[src/design/sam_pkg.sv]
package sam_pkg;

  localparam int unsigned DATA_WIDTH_DEF = 32;
  localparam int unsigned QUEUE_DEPTH    = 2;

  typedef struct packed {
    logic not_empty;
    logic not_full;
  } q_stat_t;

endpackage

[src/design/sam_queue.sv]
module sam_queue #(
  parameter int unsigned WIDTH = 65,
  parameter int unsigned DEPTH = sam_pkg::QUEUE_DEPTH
) (
  input  logic             clk_i,
  input  logic             rst_ni,
  input  logic             push_i,
  input  logic [WIDTH-1:0] wdata_i,
  input  logic             pop_i,
  output logic [WIDTH-1:0] rdata_o,
  output sam_pkg::q_stat_t stat_o
);
  import sam_pkg::*;

  localparam int unsigned PtrW = (DEPTH > 1) ? $clog2(DEPTH) : 1;
  localparam int unsigned CntW = $clog2(DEPTH + 1);

  logic [WIDTH-1:0] mem_q [DEPTH];
  logic [PtrW-1:0]  wr_ptr_q, wr_ptr_d, rd_ptr_q, rd_ptr_d;
  logic [CntW-1:0]  cnt_q, cnt_d;
  logic             do_push, do_pop;

  assign stat_o.not_empty = (cnt_q != '0);
  assign stat_o.not_full  = (cnt_q != CntW'(DEPTH));
  assign do_push = push_i && stat_o.not_full;
  assign do_pop  = pop_i && stat_o.not_empty;
  assign rdata_o = mem_q[rd_ptr_q];

  function automatic logic [PtrW-1:0] ptr_inc(input logic [PtrW-1:0] p);
    logic [PtrW-1:0] r;
    if (p == PtrW'(DEPTH - 1)) begin
      r = '0;
    end else begin
      r = p + 1'b1;
    end
    return r;
  endfunction

  always_comb begin
    wr_ptr_d = do_push ? ptr_inc(wr_ptr_q) : wr_ptr_q;
    rd_ptr_d = do_pop ? ptr_inc(rd_ptr_q) : rd_ptr_q;
    cnt_d    = cnt_q;
    if (do_push && !do_pop) begin
      cnt_d = cnt_q + 1'b1;
    end else if (do_pop && !do_push) begin
      cnt_d = cnt_q - 1'b1;
    end
  end

  always_ff @(posedge clk_i or negedge rst_ni) begin
    if (!rst_ni) begin
      wr_ptr_q <= '0;
      rd_ptr_q <= '0;
      cnt_q    <= '0;
    end else begin
      wr_ptr_q <= wr_ptr_d;
      rd_ptr_q <= rd_ptr_d;
      cnt_q    <= cnt_d;
    end
  end

  always_ff @(posedge clk_i) begin
    if (do_push) begin
      mem_q[wr_ptr_q] <= wdata_i;
    end
  end

  a_cnt_bound: assert property (@(posedge clk_i) disable iff (!rst_ni)
    cnt_q <= CntW'(DEPTH))
    else $error("queue count above depth");

  a_cnt_track: assert property (@(posedge clk_i) disable iff (!rst_ni)
    (do_push && !do_pop) |=> (cnt_q == $past(cnt_q) + 1'b1))
    else $error("queue count missed a push");

endmodule

[src/design/sam_front.sv]
module sam_front #(
  parameter int unsigned DATA_WIDTH = sam_pkg::DATA_WIDTH_DEF
) (
  input  logic [DATA_WIDTH-1:0] mul_i,
  input  logic [DATA_WIDTH-1:0] mcand_i,
  output logic [2*DATA_WIDTH:0] entry_o
);
  import sam_pkg::*;

  localparam int unsigned LenW = $clog2(DATA_WIDTH + 1);

  logic [LenW-1:0] len_a, len_b;
  logic [LenW:0]   len_sum;
  logic            ovf;

  function automatic logic [LenW-1:0] bit_len(input logic [DATA_WIDTH-1:0] v);
    logic [LenW-1:0] n;
    n = '0;
    for (int unsigned b = 0; b < DATA_WIDTH; b++) begin
      if (v[b]) begin
        n = LenW'(b + 1);
      end
    end
    return n;
  endfunction

  assign len_a   = bit_len(mul_i);
  assign len_b   = bit_len(mcand_i);
  assign len_sum = {1'b0, len_a} + {1'b0, len_b};
  assign ovf     = (len_sum >= (LenW + 1)'(DATA_WIDTH));
  assign entry_o = {ovf, mcand_i, mul_i};

endmodule

[src/design/sam_back.sv]
module sam_back #(
  parameter int unsigned DATA_WIDTH = sam_pkg::DATA_WIDTH_DEF
) (
  input  logic                  clk_i,
  input  logic                  rst_ni,
  input  sam_pkg::q_stat_t      q_stat_i,
  input  logic [2*DATA_WIDTH:0] entry_i,
  output logic                  pop_o,
  output logic                  out_valid_o,
  input  logic                  out_ready_i,
  output logic [DATA_WIDTH-1:0] product_o,
  output logic                  overflow_o
);
  import sam_pkg::*;

  typedef enum logic [1:0] {
    ST_IDLE = 2'b01,
    ST_RUN  = 2'b10
  } state_e;

  state_e                state_q, state_d;
  logic [DATA_WIDTH-1:0] m_q, m_d, s_q, s_d, acc_q, acc_d;
  logic [DATA_WIDTH-1:0] prod_q, prod_d;
  logic                  flag_q, flag_d;
  logic                  ov_q, ov_d;
  logic                  out_free;
  logic                  e_ovf;
  logic [DATA_WIDTH-1:0] e_mul, e_mcand;

  assign {e_ovf, e_mcand, e_mul} = entry_i;
  assign out_free = !ov_q || out_ready_i;
  assign pop_o    = (state_q == ST_IDLE) && q_stat_i.not_empty && out_free;

  always_comb begin
    state_d = state_q;
    m_d     = m_q;
    s_d     = s_q;
    acc_d   = acc_q;
    prod_d  = prod_q;
    flag_d  = flag_q;
    ov_d    = ov_q && !out_ready_i;
    unique case (state_q)
      ST_IDLE: begin
        if (pop_o) begin
          if (e_ovf) begin
            ov_d   = 1'b1;
            prod_d = '0;
            flag_d = 1'b1;
          end else begin
            m_d     = e_mul;
            s_d     = e_mcand;
            acc_d   = '0;
            state_d = ST_RUN;
          end
        end
      end
      ST_RUN: begin
        if (m_q == '0) begin
          if (out_free) begin
            ov_d    = 1'b1;
            prod_d  = acc_q;
            flag_d  = 1'b0;
            state_d = ST_IDLE;
          end
        end else begin
          if (m_q[0]) begin
            acc_d = acc_q + s_q;
          end
          s_d = {s_q[DATA_WIDTH-2:0], 1'b0};
          m_d = {1'b0, m_q[DATA_WIDTH-1:1]};
        end
      end
      default: state_d = ST_IDLE;
    endcase
  end

  always_ff @(posedge clk_i or negedge rst_ni) begin
    if (!rst_ni) begin
      state_q <= ST_IDLE;
      ov_q    <= 1'b0;
    end else begin
      state_q <= state_d;
      ov_q    <= ov_d;
    end
  end

  always_ff @(posedge clk_i) begin
    m_q    <= m_d;
    s_q    <= s_d;
    acc_q  <= acc_d;
    prod_q <= prod_d;
    flag_q <= flag_d;
  end

  assign out_valid_o = ov_q;
  assign product_o   = prod_q;
  assign overflow_o  = flag_q;

  a_ovf_zero: assert property (@(posedge clk_i) disable iff (!rst_ni)
    (ov_q && flag_q) |-> (prod_q == '0))
    else $error("overflow beat carries nonzero product");

  a_pop_idle: assert property (@(posedge clk_i) disable iff (!rst_ni)
    pop_o |-> (state_q == ST_IDLE && q_stat_i.not_empty))
    else $error("pop outside idle");

  a_hold: assert property (@(posedge clk_i) disable iff (!rst_ni)
    (ov_q && !out_ready_i) |=> (ov_q && $stable(prod_q) && $stable(flag_q)))
    else $error("stalled result changed");

endmodule

[src/design/shift_add_multiplier_overflow_check_core.sv]
// A beat flagged as overflow bypasses the shift-add loop; any other beat runs
// through the single shift-add loop in the back end, one multiplier bit per
// cycle over the bit length of the multiplier, while the queue can take new
// beats. Overflow beats go one per cycle while the output is not stalled.
// Reset: rst_ni is asynchronous, active low; it empties the queue and drops
// any pending result.
module shift_add_multiplier_overflow_check_core #(
  parameter int unsigned DATA_WIDTH = sam_pkg::DATA_WIDTH_DEF
) (
  input  logic                                   clk_i,
  input  logic                                   rst_ni,
  input  logic                                   s_axis_tvalid_i,
  output logic                                   s_axis_tready_o,
  // [DATA_WIDTH-1:0] multiplier, [2*DATA_WIDTH-1:DATA_WIDTH] multiplicand
  input  logic [((2*DATA_WIDTH+7)/8)*8-1:0]      s_axis_tdata_i,
  output logic                                   m_axis_tvalid_o,
  input  logic                                   m_axis_tready_i,
  // [DATA_WIDTH-1:0] product
  output logic [((DATA_WIDTH+7)/8)*8-1:0]        m_axis_tdata_o,
  // [0] overflow
  output logic                                   m_axis_tuser_o
);
  import sam_pkg::*;

  localparam int unsigned EntryW  = 2 * DATA_WIDTH + 1;
  localparam int unsigned OutBits = ((DATA_WIDTH + 7) / 8) * 8;

  logic [EntryW-1:0]     f_entry, q_entry;
  q_stat_t               q_stat;
  logic                  q_pop;
  logic [DATA_WIDTH-1:0] product;

  sam_front #(
    .DATA_WIDTH(DATA_WIDTH)
  ) u_front (
    .mul_i   (s_axis_tdata_i[DATA_WIDTH-1:0]),
    .mcand_i (s_axis_tdata_i[2*DATA_WIDTH-1:DATA_WIDTH]),
    .entry_o (f_entry)
  );

  sam_queue #(
    .WIDTH(EntryW),
    .DEPTH(QUEUE_DEPTH)
  ) u_queue (
    .clk_i   (clk_i),
    .rst_ni  (rst_ni),
    .push_i  (s_axis_tvalid_i),
    .wdata_i (f_entry),
    .pop_i   (q_pop),
    .rdata_o (q_entry),
    .stat_o  (q_stat)
  );

  assign s_axis_tready_o = q_stat.not_full;

  sam_back #(
    .DATA_WIDTH(DATA_WIDTH)
  ) u_back (
    .clk_i       (clk_i),
    .rst_ni      (rst_ni),
    .q_stat_i    (q_stat),
    .entry_i     (q_entry),
    .pop_o       (q_pop),
    .out_valid_o (m_axis_tvalid_o),
    .out_ready_i (m_axis_tready_i),
    .product_o   (product),
    .overflow_o  (m_axis_tuser_o)
  );

  assign m_axis_tdata_o = OutBits'(product);

endmodule
[config.mk]
export PLATFORM = sky130hd
export DESIGN_NAME = shift_add_multiplier_overflow_check_core
export DESIGN_NICKNAME = d
export VERILOG_FILES = /design/src/design/sam_pkg.sv /design/src/design/sam_queue.sv /design/src/design/sam_front.sv /design/src/design/sam_back.sv /design/src/design/shift_add_multiplier_overflow_check_core.sv
export SDC_FILE = /design/constraint.sdc
export NUM_CORES = 1
export LEC_CHECK = 0
export ABC_AREA = 1
export ABC_CLOCK_PERIOD_IN_PS = 7000
export BUFFER_PORTS_ARGS = -buffer_cell sky130_fd_sc_hd__buf_2
export CAP_MARGIN = 10
export CORE_AREA = 4 4 174 176
export DETAILED_ROUTE_END_ITERATION = 7
export DIE_AREA = 0 0 178 180
export SLEW_MARGIN = 15
export SYNTH_ARGS = -nofsm -noshare
export SYNTH_HDL_FRONTEND = slang
export SYNTH_SLANG_ARGS = --single-unit
export TNS_END_PERCENT = 30
[constraint.sdc]
create_clock -name clk_i -period 7 [get_ports clk_i]
set_input_delay 0.7 -clock clk_i [delete_from_list [all_inputs] [get_ports clk_i]]
set_output_delay 0.7 -clock clk_i [all_outputs]
set_load 0.02 [all_outputs]
; Word-level counts from Yosys, hierarchy flattened
; Memories as Yosys holds them, arrays and structs flattened.
; Cells that the tools add are included.
[classes]
addsub = 6
n_lt_le_gt_ge = 1
n_eq_ne = 10
mux = 103
reduce_logical = 20
[op_table]
columns = operator, count
row1 = 32-bit 2-to-1 mux, 14
row2 = 32-bit one-hot mux with 2 select lines, 4
row3 = 5-bit 2-to-1 mux, 32
row4 = 4-bit 2-to-1 mux, 16
row5 = 32-bit adder, 1
row6 = 32-bit zero test, 1
row7 = 3-bit 2-to-1 mux, 8
row8 = 2-bit 2-to-1 mux, 10
row9 = 1-bit 2-to-1 mux, 14
row10 = 6-bit 2-to-1 mux, 2
row11 = "2-bit inequality test, second input constant", 5
row12 = 5-bit AND reduction, 2
row13 = 4-bit AND reduction, 2
row14 = 6-bit by 6-bit adder with 7-bit output, 1
row15 = "7-bit by 6-bit >= comparator with 1-bit output, second input constant", 1
row16 = 1-bit logical AND, 7
row17 = "2-bit by 1-bit inequality test with 1-bit output, second input constant", 3
row18 = 2-bit nonzero test, 3
row19 = 1-bit zero test, 4
row20 = 1-bit one-hot mux with 2 select lines, 2
row21 = 2-bit one-hot mux with 2 select lines, 1
row22 = "1-bit adder, second input constant", 2
row23 = "2-bit by 1-bit adder with 2-bit output, second input constant", 1
row24 = "2-bit by 1-bit == test with 1-bit output, second input constant", 1
row25 = 3 further kinds, 3
[totals]
ff_bits = 136
mem_bits_rw = 130
in_bits = 68
output_inout_bits = 35
wordCells = 151
mem_count = 1
[memory_table]
columns = name, words, word_bits, read_ports, rd_ports_with_merged_regs, write_ports, line_no
row1 = u_queue.mem_q, 2, 65, 1, 0, 1, sam_queue.sv:18  ; logic [WIDTH-1:0] mem_q [DEPTH];

; Longest topological paths before layout
; Gate-level depths: netlist (run 1).
[depth]
word_depth = 34
depth_mapped = 39
ltp_nobuf = 39

; Cells and area by module
; A second synthesis (run 1) with hierarchy kept.
[hier_totals]
hier_cells = 1655
hier_area_um2 = 14282.4
[modules_own_cells]
columns = mod, instances, cells_each, area_each_um2, seq_area_each_um2
row1 = sam_back, 1, 1013, 7846.3, 3950.0
row2 = sam_queue, 1, 368, 4936.0, 4003.8
row3 = sam_front, 1, 274, 1500.2, 0.0

; Worst setup path after synthesis (run 1)
; No wires, ideal clock.
[synth_timing]
path_type = flip-flop to flip-flop
startpoint = register u_back.state_q[0]
endpoint = register u_back.m_q[0], enable pin
setup_time_ps = 578
arrival_ps = 5942
required_time_ps = 6422
path_slack_ps = 481
stages_incl_launch_ff = 8
n_path_buf = 0
period_less_slack_ps = 6519
cell_sequence = dfstp_2 -> ha_1 -> inv_1 -> a21oi_1 -> inv_1 -> nor2_1 -> o21ai_0 -> nor3b_1
[synth_via]
elab_chain_len = 5
word_cells_on_any_way = 9
cone_classes = eq/ne (5) / reduce/logical (4)
[synth_rtl]
columns = item, line_no
row1 = start: declaration, sam_back.sv:21  ; state_e state_q, state_d;
row2 = start signal: assignment, sam_back.sv:82  ; state_q <= state_d;
row3 = 2-bit by 1-bit == test with 1-bit output, "sam_back.sv:32, sam_back.sv:42"
row4 = 1-bit logical AND (2 in series), sam_back.sv:32  ; assign pop_o = (state_q == ST_IDLE) && q_stat_i.not_empty && out_free;
row5 = 2-bit inequality test (no source line), n/a
row6 = 4-bit AND reduction (no source line) *, n/a
row7 = end signal: assignment, sam_back.sv:88  ; m_q <= m_d;
row8 = end: declaration, sam_back.sv:22  ; logic [DATA_WIDTH-1:0] m_q, m_d, s_q, s_d, acc_q, acc_d;
; Mark *: on every way between the ends. The rest lies on a longest branch, timed or not.
; A chain may end at the register's enable or synchronous reset.

; Worst setup path in the final report (run 1)
[layout_timing]
startpoint = input port s_axis_tdata_i[33]
endpoint = memory u_queue.mem_q[1][64], data pin
[layout_via]
elab_chain_len = 33
[layout_rtl]
columns = item, line_no
row1 = start: declaration, shift_add_multiplier_overflow_check_core.sv:15  ; input logic [((2*DATA_WIDTH+7)/8)*8-1:0] s_axis_tdata_i,
row2 = 2-bit 2-to-1 mux (2 in series), sam_front.sv:20  ; if (v[b]) begin
row3 = 3-bit 2-to-1 mux (4 in series), sam_front.sv:20
row4 = 4-bit 2-to-1 mux (8 in series), sam_front.sv:20
row5 = 5-bit 2-to-1 mux (16 in series), sam_front.sv:20
row6 = 6-bit 2-to-1 mux, sam_front.sv:20
row7 = 6-bit by 6-bit adder with 7-bit output, sam_front.sv:29  ; assign len_sum = {1'b0, len_a} + {1'b0, len_b};
row8 = 7-bit by 6-bit >= comparator with 1-bit output, sam_front.sv:30  ; assign ovf = (len_sum >= (LenW + 1)'(DATA_WIDTH));
row9 = net u_front.ovf, sam_front.sv:14  ; logic ovf;
row10 = end: declaration, sam_queue.sv:18
; The timed path passes the listed nets, and every way through them passes these cells.

==> impl_metrics.xml, run 1 <==
<?xml version="1.0" encoding="UTF-8"?>
<metrics>
  <group name="route">
    <metric name="highest-signal-layer" unit="">met5</metric>
    <metric name="route.layer.met1.wl" unit="mm">11.6</metric>
    <metric name="wire_per_inst" unit="um">16.0</metric>
    <metric name="drt-vias-per-instance" unit="">5.08</metric>
    <metric name="drc" unit="">0</metric>
    <metric name="wirelength" unit="mm">26.4</metric>
    <metric name="drt-initial-drc-count" unit="">570</metric>
    <metric name="met3WireLength" unit="mm">1.43</metric>
    <metric name="first_pass_iters" unit="">5</metric>
    <metric name="route.vias.total" unit="">8383</metric>
    <metric name="dr_wl_met2" unit="mm">12.9</metric>
    <metric name="ant_nets" unit="">0</metric>
  </group>
  <group name="sta">
    <metric name="final_min_period_over_clock_period" unit="">0.458</metric>
    <metric name="finalSetupViolCount" unit="">0</metric>
    <metric name="final.setup_skew" unit="ps">21.8</metric>
    <metric name="finalHoldWorstSlack" unit="ps">365</metric>
    <metric name="timing_max_transition_violations_final" unit="">0</metric>
    <metric name="rsz_0062_raised_after_global_routing" unit="">false</metric>
    <metric name="fin_tns_setup" unit="ps">0</metric>
    <metric name="final_critical_path_required_period" unit="ps">3200</metric>
    <metric name="max_freq" unit="GHz">0.312</metric>
    <metric name="slew_headroom" unit="">0.357</metric>
    <metric name="hold_viol" unit="">0</metric>
    <metric name="worst-slew-pin-transition" unit="ps">965</metric>
  </group>
  <group name="finish">
    <metric name="finish.utilization" unit="">0.495</metric>
    <metric name="signed_area_change_from_the_synthesized_netlist_to_the_final_layout" unit="%">15.8</metric>
    <metric name="leading_cell_types_in_the_layout_fill_and_taps_excluded" unit="">edfxtp_1, nand2_1, a21oi_1, inv_1, buf_2</metric>
    <metric name="multiInputGateArea" unit="um2">3650</metric>
    <metric name="nNetsFinal" unit="">1354</metric>
    <metric name="layout.area.seq" unit="um2">7960</metric>
    <metric name="nFillCells" unit="">2560</metric>
    <metric name="antenna-diode-count" unit="">0</metric>
    <metric name="finish.cell_count_without_fillers" unit="">1650</metric>
    <metric name="mostFrequentLayoutCell" unit="">edfxtp_1</metric>
    <metric name="layout-drive-gt1-share" unit="">0.144</metric>
  </group>
  <group name="die">
    <metric name="design.portCount" unit="">103</metric>
    <metric name="floorplan.die.height" unit="um">180</metric>
    <metric name="die_width" unit="um">178</metric>
    <metric name="starting_utilization_of_the_core_area" unit="">0.427</metric>
    <metric name="design.core.area" unit="um2">28600</metric>
    <metric name="floorplan.rows" unit="">62</metric>
    <metric name="design.die.area" unit="um2">32000</metric>
  </group>
  <group name="worst_setup_path">
    <metric name="start_kind" unit="">input pin</metric>
    <metric name="critPathMaxStageDelay" unit="ps">360</metric>
    <metric name="critical_path.max_fanout" unit="">3</metric>
    <metric name="regToRegSetupSlack" unit="ps">3810</metric>
    <metric name="slowest_stage" unit="">fa_1</metric>
    <metric name="worst-setup-path-type" unit="">input pin to flop</metric>
    <metric name="reg2reg_depth" unit="">14</metric>
    <metric name="end_kind" unit="">flop</metric>
    <metric name="crit_required" unit="ps">7270</metric>
    <metric name="cp_common_cell" unit="">nand2_1</metric>
    <metric name="arrival" unit="ps">3480</metric>
  </group>
  <group name="clock_network">
    <metric name="cts.sinks" unit="">266</metric>
    <metric name="worst_skew_pair.late_latency" unit="ps">540</metric>
    <metric name="cts_bufs_inserted" unit="">28</metric>
    <metric name="clk_path_buf_depth" unit="">3</metric>
    <metric name="postCtsHoldBufs" unit="">1</metric>
    <metric name="clkTransAtPathRegs" unit="ps">60</metric>
    <metric name="clock_tree_root" unit="">clkbuf_16</metric>
    <metric name="clock_tree.htree_level_count" unit="">1</metric>
    <metric name="ctsResizeCount" unit="">0</metric>
    <metric name="tritoncts_clock_tree" unit="">built</metric>
    <metric name="post_cts_buffers" unit="">0</metric>
  </group>
  <group name="global_route">
    <metric name="overflow" unit="">0</metric>
    <metric name="number_of_antenna_violations_at_the_first_check_in_global_routing" unit="">7</metric>
    <metric name="grt_usage" unit="">0.164</metric>
    <metric name="number_of_global_route_vias_before_repair" unit="">8317</metric>
    <metric name="grt_first_pass_wirelength" unit="mm">42.8</metric>
    <metric name="pin_count_of_the_biggest_net_entering_global_routing" unit="">76</metric>
  </group>
  <group name="synthesis">
    <metric name="ys_seq_area_frac" unit="">0.651</metric>
    <metric name="synth-edff-count" unit="">259</metric>
    <metric name="synthesis.area_per_instance" unit="um2">10.8</metric>
    <metric name="syn-instance-count" unit="">1136</metric>
    <metric name="netlist_top_cells_area" unit="">edfxtp_1, a21oi_1, nand2_1</metric>
    <metric name="synth_cell_types" unit="">42</metric>
    <metric name="yosys_warnings" unit="">0</metric>
    <metric name="netlist.top_cell.by_area" unit="">edfxtp_1</metric>
    <metric name="dominantRegCellSynth" unit="">edfxtp_1</metric>
    <metric name="flop_and_latch_count_out_of_synthesis" unit="">266</metric>
    <metric name="synth_nets" unit="">1246</metric>
    <metric name="mappedNetlistArea" unit="um2">12200</metric>
    <metric name="post-synth-top-area-fraction" unit="">0.636</metric>
    <metric name="share_of_synthesized_flip_flops_with_an_asynchronous_set_or_reset" unit="">0.0263</metric>
  </group>
  <group name="power">
    <metric name="internal_power_consumption" unit="mW">4.40</metric>
    <metric name="power.switching_fraction" unit="">0.383</metric>
    <metric name="power.switching" unit="mW">2.73</metric>
    <metric name="leakagePower" unit="nW">5.84</metric>
    <metric name="p_per_area" unit="nW/um2">503</metric>
    <metric name="power.share.sequential" unit="">0.410</metric>
    <metric name="max-vdd-ir-drop" unit="mV">0.301</metric>
    <metric name="totalPowerFinal" unit="mW">7.13</metric>
    <metric name="comb_power_share" unit="">0.379</metric>
    <metric name="clock_power_share" unit="">0.211</metric>
  </group>
  <group name="min_path">
    <metric name="holdCritPathClass" unit="">input pin to flop</metric>
    <metric name="holdPathStages" unit="">1</metric>
  </group>
  <group name="place">
    <metric name="place_hpwl" unit="mm">16.9</metric>
    <metric name="place.gp.congestion" unit="">0.812</metric>
    <metric name="io_buffer_count" unit="">102</metric>
    <metric name="placedCellCount" unit="">1597</metric>
  </group>
  <group name="status">
    <metric name="outcome" unit="">complete, no violations</metric>
  </group>
  <group name="job">
    <metric name="drv.max_cap_violation_count" unit="">0</metric>
  </group>
</metrics>
cell type report:
class	instances	share of cell area
Tap cell	384	0.0339
Timing Repair Buffer	113	0.0421
Inverter	143	0.0379
Clock buffer	30	0.0515
Clock inverter	22	0.0148
Sequential cell	266	0.562
Multi-Input combinational cell	692	0.258
power by group through the flow:
stage / combinational [mW] / sequential, mW / clock [mW]
finish: 2.70 / 2.92 / 1.50
global route: 3.08 / 2.98 / 1.61
CTS: 2.74 / 2.92 / 1.53
detailed placement: 2.72 / 2.95 / 0
global placement: 2.67 / 2.94 / 0
floorplan: 1.82 / 3.07 / 0
synth_stat cells (2+ instances only):
| cell | count |
|---|---|
| clkbuf_1 | 28 |
| o21bai_1 | 2 |
| nand2_1 | 211 |
| a22oi_1 | 2 |
| xor2_1 | 2 |
| a211oi_1 | 4 |
| fa_1 | 2 |
| nor2_1 | 101 |
| a31oi_1 | 3 |
| o31ai_1 | 2 |
| o21ai_0 | 34 |
| o21a_1 | 15 |
| a21oi_2 | 2 |
| nand2_2 | 2 |
| dfrtp_1 | 6 |
| a21oi_1 | 202 |
| o41ai_1 | 2 |
| nand4_1 | 2 |
| buf_1 | 6 |
| xnor2_1 | 2 |
| inv_1 | 143 |
| nor4_1 | 18 |
| nand3_1 | 24 |
| o311ai_0 | 2 |
| o21ai_2 | 4 |
| ha_1 | 40 |
| o21ai_1 | 2 |
| edfxtp_1 | 259 |
cell families after synthesis:
| logic type | count (synthesis) | share of synthesized area |
|---|---|---|
| DFF | 266 | 0.651 |
| adders and majority gates | 42 | 0.0442 |
| and+or+nand+nor | 362 | 0.119 |
| buffers and inverters | 178 | 0.0548 |
| xor gates and xnor gates | 4 | 0.00287 |
| AOI/OAI and AO/OA | 284 | 0.129 |
metrics by stage:
stage          instance area [um2]  setup slack, ps
2_1_floorplan                12200              481
3_3_place_gp                 13200             3290
3_5_place_dp                 13200             3250
4_1_cts                      14200             3780
5_1_grt                      14200             3370
6_report                     14200             3800
critical path: cells and delay by family:
kind,cells,cell delay [ps]
and+or+nand+nor,31,1540
adders and majority gates,2,580
AOI/OAI and AO/OA,5,490
buffers and inverters,2,150
layer usage:
layer,track usage,vias up
met4,0.0319,14
met3,0.0305,42
met1,0.215,3964
li1,-,4175
met2,0.286,188
met5,0,-
flip-flops by register name, summed over array words and instances, names as in the netlist:
register	cells
u_back.acc_q	32
u_queue.cnt_q	2
u_back.overflow_o	1
u_back.s_q	32
u_queue.rd_ptr_q	1
u_queue.mem_q	130
u_back.state_q	2
u_queue.wr_ptr_q	1
u_back.product_o	32
u_back.out_valid_o	1
u_back.m_q	32
path summary, 6_finish.rpt:
kind / from / to
max in group asynchronous: rst_ni / u_back.state_q[0]
min: s_axis_tdata_i[33] / u_queue.mem_q[0][33]
min in group asynchronous: rst_ni / u_back.state_q[1]
max reg2reg: u_back.s_q[0] / u_back.acc_q[22]
max: s_axis_tdata_i[33] / u_queue.mem_q[1][64]
min reg2reg: u_queue.cnt_q[0] / u_queue.cnt_q[0]
Power figures use the tool's default switching activity.
==> run 2, diff against run 1 <==
- ABC_CLOCK_PERIOD_IN_PS: 7000 -> 3140
- clock period: 7 -> 3.14 ns (I/O delays scaled with it)
==> impl_metrics.xml, run 2 (same netlist as run 1, synthesis figures left out) <==
<?xml version="1.0" encoding="UTF-8"?>
<metrics>
  <group name="clock_network">
    <metric name="tritoncts_clock_tree" unit="">built</metric>
    <metric name="cts_bufs_inserted" unit="">29</metric>
    <metric name="clock_tree_root" unit="">clkbuf_16</metric>
    <metric name="cts.sinks" unit="">266</metric>
    <metric name="worst_skew_pair.late_latency" unit="ps">550</metric>
    <metric name="clock_tree.htree_level_count" unit="">1</metric>
    <metric name="clk_path_buf_depth" unit="">3</metric>
    <metric name="clkTransAtPathRegs" unit="ps">60</metric>
  </group>
  <group name="finish">
    <metric name="stdcell_area" unit="um2">15000</metric>
    <metric name="nNetsFinal" unit="">1419</metric>
    <metric name="nFillCells" unit="">2550</metric>
    <metric name="largest_register_ff_count" unit="">130</metric>
    <metric name="signed_area_change_from_the_synthesized_netlist_to_the_final_layout" unit="%">22.7</metric>
    <metric name="finish.cell_count_without_fillers" unit="">1716</metric>
    <metric name="multiInputGateArea" unit="um2">3730</metric>
    <metric name="antenna-diode-count" unit="">0</metric>
    <metric name="layout.area.seq" unit="um2">7960</metric>
    <metric name="layout-drive-gt1-share" unit="">0.169</metric>
    <metric name="mostFrequentLayoutCell" unit="">edfxtp_1</metric>
    <metric name="leading_cell_types_in_the_layout_fill_and_taps_excluded" unit="">edfxtp_1, nand2_1, a21oi_1, inv_1, nor2_1</metric>
    <metric name="largest_register" unit="">u_queue.mem_q</metric>
  </group>
  <group name="place">
    <metric name="detailed_place.area" unit="um2">13600</metric>
    <metric name="place_hpwl" unit="mm">17.7</metric>
    <metric name="place.gp.congestion" unit="">0.804</metric>
    <metric name="io_buffer_count" unit="">102</metric>
    <metric name="placedCellCount" unit="">1628</metric>
  </group>
  <group name="route">
    <metric name="wire_per_inst" unit="um">15.8</metric>
    <metric name="drc" unit="">0</metric>
    <metric name="drt-initial-drc-count" unit="">532</metric>
    <metric name="first_pass_iters" unit="">5</metric>
    <metric name="route.vias.total" unit="">8569</metric>
    <metric name="ant_nets" unit="">0</metric>
    <metric name="drt-vias-per-instance" unit="">4.99</metric>
    <metric name="wirelength" unit="mm">27.1</metric>
  </group>
  <group name="sta">
    <metric name="slew_headroom" unit="">0.394</metric>
    <metric name="final_min_period_over_clock_period" unit="">0.943</metric>
    <metric name="finalSetupViolCount" unit="">0</metric>
    <metric name="hold_viol" unit="">0</metric>
    <metric name="rsz_0062_raised_after_global_routing" unit="">true</metric>
    <metric name="worst-slew-pin-transition" unit="ps">909</metric>
    <metric name="max_freq" unit="GHz">0.338</metric>
    <metric name="final_critical_path_required_period" unit="ps">2960</metric>
    <metric name="final.setup_skew" unit="ps">12.6</metric>
    <metric name="timing_max_transition_violations_final" unit="">0</metric>
    <metric name="finalHoldWorstSlack" unit="ps">18.6</metric>
  </group>
  <group name="min_path">
    <metric name="holdCritPathClass" unit="">input pin to flop</metric>
  </group>
  <group name="worst_setup_path">
    <metric name="end_kind" unit="">flop</metric>
    <metric name="start_kind" unit="">flop</metric>
    <metric name="worst-setup-path-type" unit="">flop to flop</metric>
    <metric name="critical_path.max_fanout" unit="">4</metric>
    <metric name="crit_required" unit="ps">3430</metric>
    <metric name="arrival" unit="ps">3250</metric>
  </group>
  <group name="global_route">
    <metric name="pin_count_of_the_biggest_net_entering_global_routing" unit="">89</metric>
    <metric name="number_of_antenna_violations_at_the_first_check_in_global_routing" unit="">1</metric>
    <metric name="grt_first_pass_wirelength" unit="mm">43.8</metric>
    <metric name="number_of_global_route_vias_before_repair" unit="">8508</metric>
    <metric name="overflow" unit="">0</metric>
    <metric name="grt_usage" unit="">0.168</metric>
  </group>
  <group name="power">
    <metric name="internal_power_consumption" unit="mW">10.4</metric>
    <metric name="p_per_area" unit="nW/um2">1110</metric>
    <metric name="leakagePower" unit="nW">6.22</metric>
    <metric name="comb_power_share" unit="">0.391</metric>
    <metric name="clock_power_share" unit="">0.219</metric>
    <metric name="max-vdd-ir-drop" unit="mV">0.591</metric>
    <metric name="power.switching_fraction" unit="">0.377</metric>
    <metric name="power.switching" unit="mW">6.28</metric>
    <metric name="power.share.sequential" unit="">0.390</metric>
  </group>
  <group name="die">
    <metric name="design.portCount" unit="">103</metric>
    <metric name="design.die.area" unit="um2">32000</metric>
    <metric name="starting_utilization_of_the_core_area" unit="">0.427</metric>
    <metric name="design.core.area" unit="um2">28600</metric>
    <metric name="floorplan.die.height" unit="um">180</metric>
    <metric name="die_width" unit="um">178</metric>
    <metric name="floorplan.rows" unit="">62</metric>
  </group>
  <group name="status">
    <metric name="outcome" unit="">complete, no violations</metric>
  </group>
  <group name="job">
    <metric name="drv.max_cap_violation_count" unit="">0</metric>
  </group>
</metrics>
==> run 2: cell count changes in the layout (fill, tap and decap cells not counted), moves of 4 or more <==
cell / before / now
buf_2: 102 / 96
buf_12: 0 / 6
buf_4: 10 / 38
ha_1: 39 / 35
clkinv_1: 5 / 9
dlymetal6s4s_1: 0 / 4
clkinv_2: 11 / 4
dlygate4sd3_1: 1 / 31
==> run 2: what timing repair did <==
action,CTS,global route
setup endpoints to repair,0,10
resized for setup,0,19
setup buffers,0,3
hold buffers,35,0
hold endpoints to repair,75,0
==> run 2: routing by layer <==
metal	up-vias	wire length, um	GRT usage
met3	43	1160	0.0265
met4	2	607	0.0436
met2	153	13300	0.290
li1	4307	-	-
met1	4064	12000	0.222
met5	-	7	0
==> run 2: path summary, 6_finish.rpt <==
check	startpoint	end	slack [ps]	depth (start not counted)
worst max-delay path	u_back.acc_q[0]	u_back.acc_q[22]	180	15
worst min-delay path	s_axis_tdata_i[57]	u_queue.mem_q[0][57]	20	1
worst max register to register	u_back.acc_q[0]	u_back.acc_q[22]	180	15
worst min register to register	u_queue.cnt_q[0]	u_queue.cnt_q[0]	470	1
max in group asynchronous	rst_ni	u_back.state_q[0]	2760	2
min in group asynchronous	rst_ni	u_queue.rd_ptr_q	150	2
==> run 2: through the flow <==
stage	setup slack, ps	power, mW	setup TNS (ps)	utilization
floorplan	-798	10.9	-57420	-
global placement	-187	12.8	-373	0.474
detailed placement	-274	13.0	-548	0.474
CTS	42.2	16.7	0	0.522
global route	-44.7	17.8	-66.4	0.524
finish	180	16.6	0	0.524
==> run 2: cell type report <==
cell class              instances  share of cell area
multi-input cells             692               0.248
inverters                     143              0.0359
repair buffers                177              0.0846
clock inverters                25              0.0205
flip-flops and latches        266               0.530
well taps                     384              0.0320
clock buffers                  29              0.0484
==> run 2: critical path, cell delays in order, from the launching register on <==
cell,delay [ps]
edfxtp_1,360
ha_2,200
inv_1,60
fa_2,410
o21ai_4,170
a31oi_2,120
o21a_1,220
o21ai_2,160
nand2_1,80
nand2_2,100
a31oi_1,130
o31ai_1,250
buf_4,170
a21oi_1,70
o21ai_0,150
a21oi_1,60
==> run 2: power groups by stage <==
stage | Combinational (mW) | Sequential (mW) | Clock (mW)
floorplan | 4.17 | 6.77 | 0
detailed placement | 6.41 | 6.55 | 0
finish | 6.51 | 6.49 | 3.65
global route | 7.32 | 6.63 | 3.87
global placement | 6.29 | 6.54 | 0
CTS | 6.48 | 6.49 | 3.72
==> run 3, diff against run 2 <==
--- a/constraint.sdc
+++ b/constraint.sdc
@@ -3,2 +3,2 @@
 set_output_delay 0.314 -clock clk_i [all_outputs]
-set_load 0.02 [all_outputs]
+set_load 0.1 [all_outputs]
==> impl_metrics.xml, run 3 (same netlist as run 1, synthesis figures left out) <==
<?xml version="1.0" encoding="UTF-8"?>
<metrics>
  <group name="clock_network">
    <metric name="clk_path_buf_depth" unit="">3</metric>
    <metric name="cts_bufs_inserted" unit="">29</metric>
    <metric name="tritoncts_clock_tree" unit="">built</metric>
    <metric name="clock_tree_root" unit="">clkbuf_16</metric>
    <metric name="cts.sinks" unit="">266</metric>
    <metric name="clock_tree.htree_level_count" unit="">1</metric>
    <metric name="worst_skew_pair.late_latency" unit="ps">530</metric>
    <metric name="clkTransAtPathRegs" unit="ps">60</metric>
  </group>
  <group name="worst_setup_path">
    <metric name="arrival" unit="ps">3380</metric>
    <metric name="critPathMaxStageDelay" unit="ps">380</metric>
    <metric name="cp_cell_sequence" unit="">ha_2 &gt; inv_1 &gt; fa_2 &gt; o21ai_4 &gt; a31oi_4 &gt; o21a_1 &gt; o21ai_2 &gt; nand2_1 &gt; nand2_2 &gt; nand2_1 &gt; nand2_2 &gt; a21o_4 &gt; a21oi_4 &gt; o21ai_4 &gt; nand2_1 &gt; nand2_1 &gt; o21ai_1 &gt; a21oi_1</metric>
    <metric name="cp_common_cell" unit="">nand2_1</metric>
    <metric name="slowest_stage" unit="">fa_2</metric>
    <metric name="start_kind" unit="">flop</metric>
    <metric name="crit_required" unit="ps">3530</metric>
    <metric name="worst-setup-path-type" unit="">flop to flop</metric>
    <metric name="critical_path.max_fanout" unit="">4</metric>
    <metric name="end_kind" unit="">flop</metric>
  </group>
  <group name="sta">
    <metric name="fin_tns_setup" unit="ps">0</metric>
    <metric name="slew_headroom" unit="">0.396</metric>
    <metric name="post_route_worst_setup_slack" unit="ps">148</metric>
    <metric name="worst-slew-pin-transition" unit="ps">905</metric>
    <metric name="final_critical_path_required_period" unit="ps">2990</metric>
    <metric name="finalSetupViolCount" unit="">0</metric>
    <metric name="hold_viol" unit="">0</metric>
    <metric name="max_freq" unit="GHz">0.334</metric>
    <metric name="timing_max_transition_violations_final" unit="">0</metric>
    <metric name="final.setup_skew" unit="ps">6.34</metric>
    <metric name="rsz_0062_raised_after_global_routing" unit="">true</metric>
    <metric name="final_min_period_over_clock_period" unit="">0.953</metric>
  </group>
  <group name="finish">
    <metric name="leading_cell_types_in_the_layout_fill_and_taps_excluded" unit="">edfxtp_1, nand2_1, a21oi_1, inv_1, nor2_1</metric>
    <metric name="stdcell_area" unit="um2">14800</metric>
    <metric name="finish.utilization" unit="">0.516</metric>
    <metric name="nFillCells" unit="">2584</metric>
    <metric name="largest_register" unit="">u_queue.mem_q</metric>
    <metric name="signed_area_change_from_the_synthesized_netlist_to_the_final_layout" unit="%">20.9</metric>
    <metric name="antenna-diode-count" unit="">0</metric>
    <metric name="nNetsFinal" unit="">1411</metric>
    <metric name="largest_register_ff_count" unit="">130</metric>
    <metric name="mostFrequentLayoutCell" unit="">edfxtp_1</metric>
    <metric name="layout-drive-gt1-share" unit="">0.175</metric>
  </group>
  <group name="global_route">
    <metric name="grt_usage" unit="">0.165</metric>
    <metric name="number_of_antenna_violations_at_the_first_check_in_global_routing" unit="">2</metric>
    <metric name="grt_first_pass_wirelength" unit="mm">43.2</metric>
    <metric name="number_of_global_route_vias_before_repair" unit="">8371</metric>
    <metric name="pin_count_of_the_biggest_net_entering_global_routing" unit="">83</metric>
    <metric name="overflow" unit="">0</metric>
  </group>
  <group name="power">
    <metric name="max-vdd-ir-drop" unit="mV">0.553</metric>
    <metric name="power.share.sequential" unit="">0.367</metric>
    <metric name="clock_power_share" unit="">0.174</metric>
    <metric name="internal_power_consumption" unit="mW">9.99</metric>
    <metric name="power.switching_fraction" unit="">0.435</metric>
    <metric name="power.switching" unit="mW">7.69</metric>
    <metric name="comb_power_share" unit="">0.458</metric>
    <metric name="p_per_area" unit="nW/um2">1200</metric>
    <metric name="leakagePower" unit="nW">6.11</metric>
  </group>
  <group name="route">
    <metric name="first_pass_iters" unit="">5</metric>
    <metric name="route.vias.total" unit="">8532</metric>
    <metric name="wirelength" unit="mm">26.7</metric>
    <metric name="drc" unit="">0</metric>
    <metric name="wire_per_inst" unit="um">15.7</metric>
    <metric name="drt-initial-drc-count" unit="">586</metric>
    <metric name="ant_nets" unit="">0</metric>
    <metric name="drt-vias-per-instance" unit="">5.00</metric>
  </group>
  <group name="die">
    <metric name="starting_utilization_of_the_core_area" unit="">0.427</metric>
    <metric name="design.core.area" unit="um2">28600</metric>
    <metric name="floorplan.rows" unit="">62</metric>
    <metric name="floorplan.die.height" unit="um">180</metric>
    <metric name="design.die.area" unit="um2">32000</metric>
    <metric name="die_width" unit="um">178</metric>
    <metric name="design.portCount" unit="">103</metric>
  </group>
  <group name="place">
    <metric name="io_buffer_count" unit="">102</metric>
    <metric name="dp_slack" unit="ps">-291</metric>
    <metric name="place_hpwl" unit="mm">17.4</metric>
    <metric name="place.gp.congestion" unit="">0.813</metric>
    <metric name="detailed_place.area" unit="um2">13500</metric>
  </group>
  <group name="min_path">
    <metric name="holdCritPathClass" unit="">input pin to flop</metric>
  </group>
  <group name="status">
    <metric name="outcome" unit="">complete, no violations</metric>
  </group>
  <group name="job">
    <metric name="drv.max_cap_violation_count" unit="">0</metric>
  </group>
</metrics>
## run 3: cell types whose count changed in the layout (fill, tap and decap cells not counted), moves of 2 or more
cell           before  now
dlygate4sd3_1      31   19
clkinv_1            9    5
buf_4              38   44
nand2_2             3    6
a31oi_4             0    2
nand2_1           210  207
clkbuf_1            0    6
clkinv_2            4    8
bufinv_16           7    1
## run 3: worst paths after layout
| kind | start | endpoint | slack, ps | depth (start not counted) |
|---|---|---|---|---|
| max | u_back.s_q[0] | u_back.acc_q[30] | 150 | 18 |
| min | s_axis_tdata_i[58] | u_queue.mem_q[1][58] | 20 | 1 |
| max reg2reg | u_back.s_q[0] | u_back.acc_q[30] | 150 | 18 |
| min reg2reg | u_queue.cnt_q[0] | u_queue.cnt_q[0] | 480 | 1 |
| max in group asynchronous | rst_ni | u_back.state_q[0] | 2730 | 2 |
| min in group asynchronous | rst_ni | u_queue.wr_ptr_q | 180 | 2 |
## run 3: power by group through the flow
stage	combinational, mW	sequential, mW	clock [mW]
final	8.11	6.50	3.08
after global routing	8.94	6.64	3.29
after CTS	7.84	6.51	3.15
after detailed placement	7.78	6.57	0
after global placement	7.67	6.54	0
after floorplan	4.21	8.12	0
## run 3: through the flow
step | power [mW] | hold WS (ps) | instances
6_report | 17.7 | 23.1 | 1706
5_1_grt | 18.9 | 6.61 | 1706
4_1_cts | 17.5 | 1.04 | 1703
3_5_place_dp | 14.3 | 164 | 1628
3_3_place_gp | 14.2 | 158 | 1628
2_1_floorplan | 12.3 | 18.4 | 1136
## run 3: layer usage
layer  vias to the layer above  global-route usage  share of wire
met4                         4              0.0325          0.018
met3                        35              0.0292          0.049
met5                         -                   0        0.00075
met1                      4030               0.217           0.44
met2                       167               0.288           0.49
li1                       4296                   -              -
## run 3: final cells by class
| cell class | count | area, um2 | area share |
|---|---|---|---|
| inverters | 143 | 539 | 0.0365 |
| clock buffers | 35 | 748 | 0.0506 |
| repair buffers | 169 | 1160 | 0.0786 |
| clock inverters | 17 | 111 | 0.00753 |
| multi-input cells | 692 | 3780 | 0.256 |
| flip-flops and latches | 266 | 7960 | 0.538 |
| well taps | 384 | 480 | 0.0325 |
## run 3: worst max-delay path: cells and delay by family (launching register included)
family	cells	cell delay [ps]
AO/OA/AOI/OAI	9	1360
adder cells (fa/ha/maj)	2	580
AND/OR/NAND/NOR	6	490
flip-flops	1	360
buffers and inverters	1	60
## run 3: what timing repair did
action | in CTS | in global routing
setup endpoints to repair | 0 | 11
buffers inserted | 0 | 7
hold buffers | 23 | 0
gates resized for setup | 0 | 29
endpoints found under the hold margin | 50 | 0
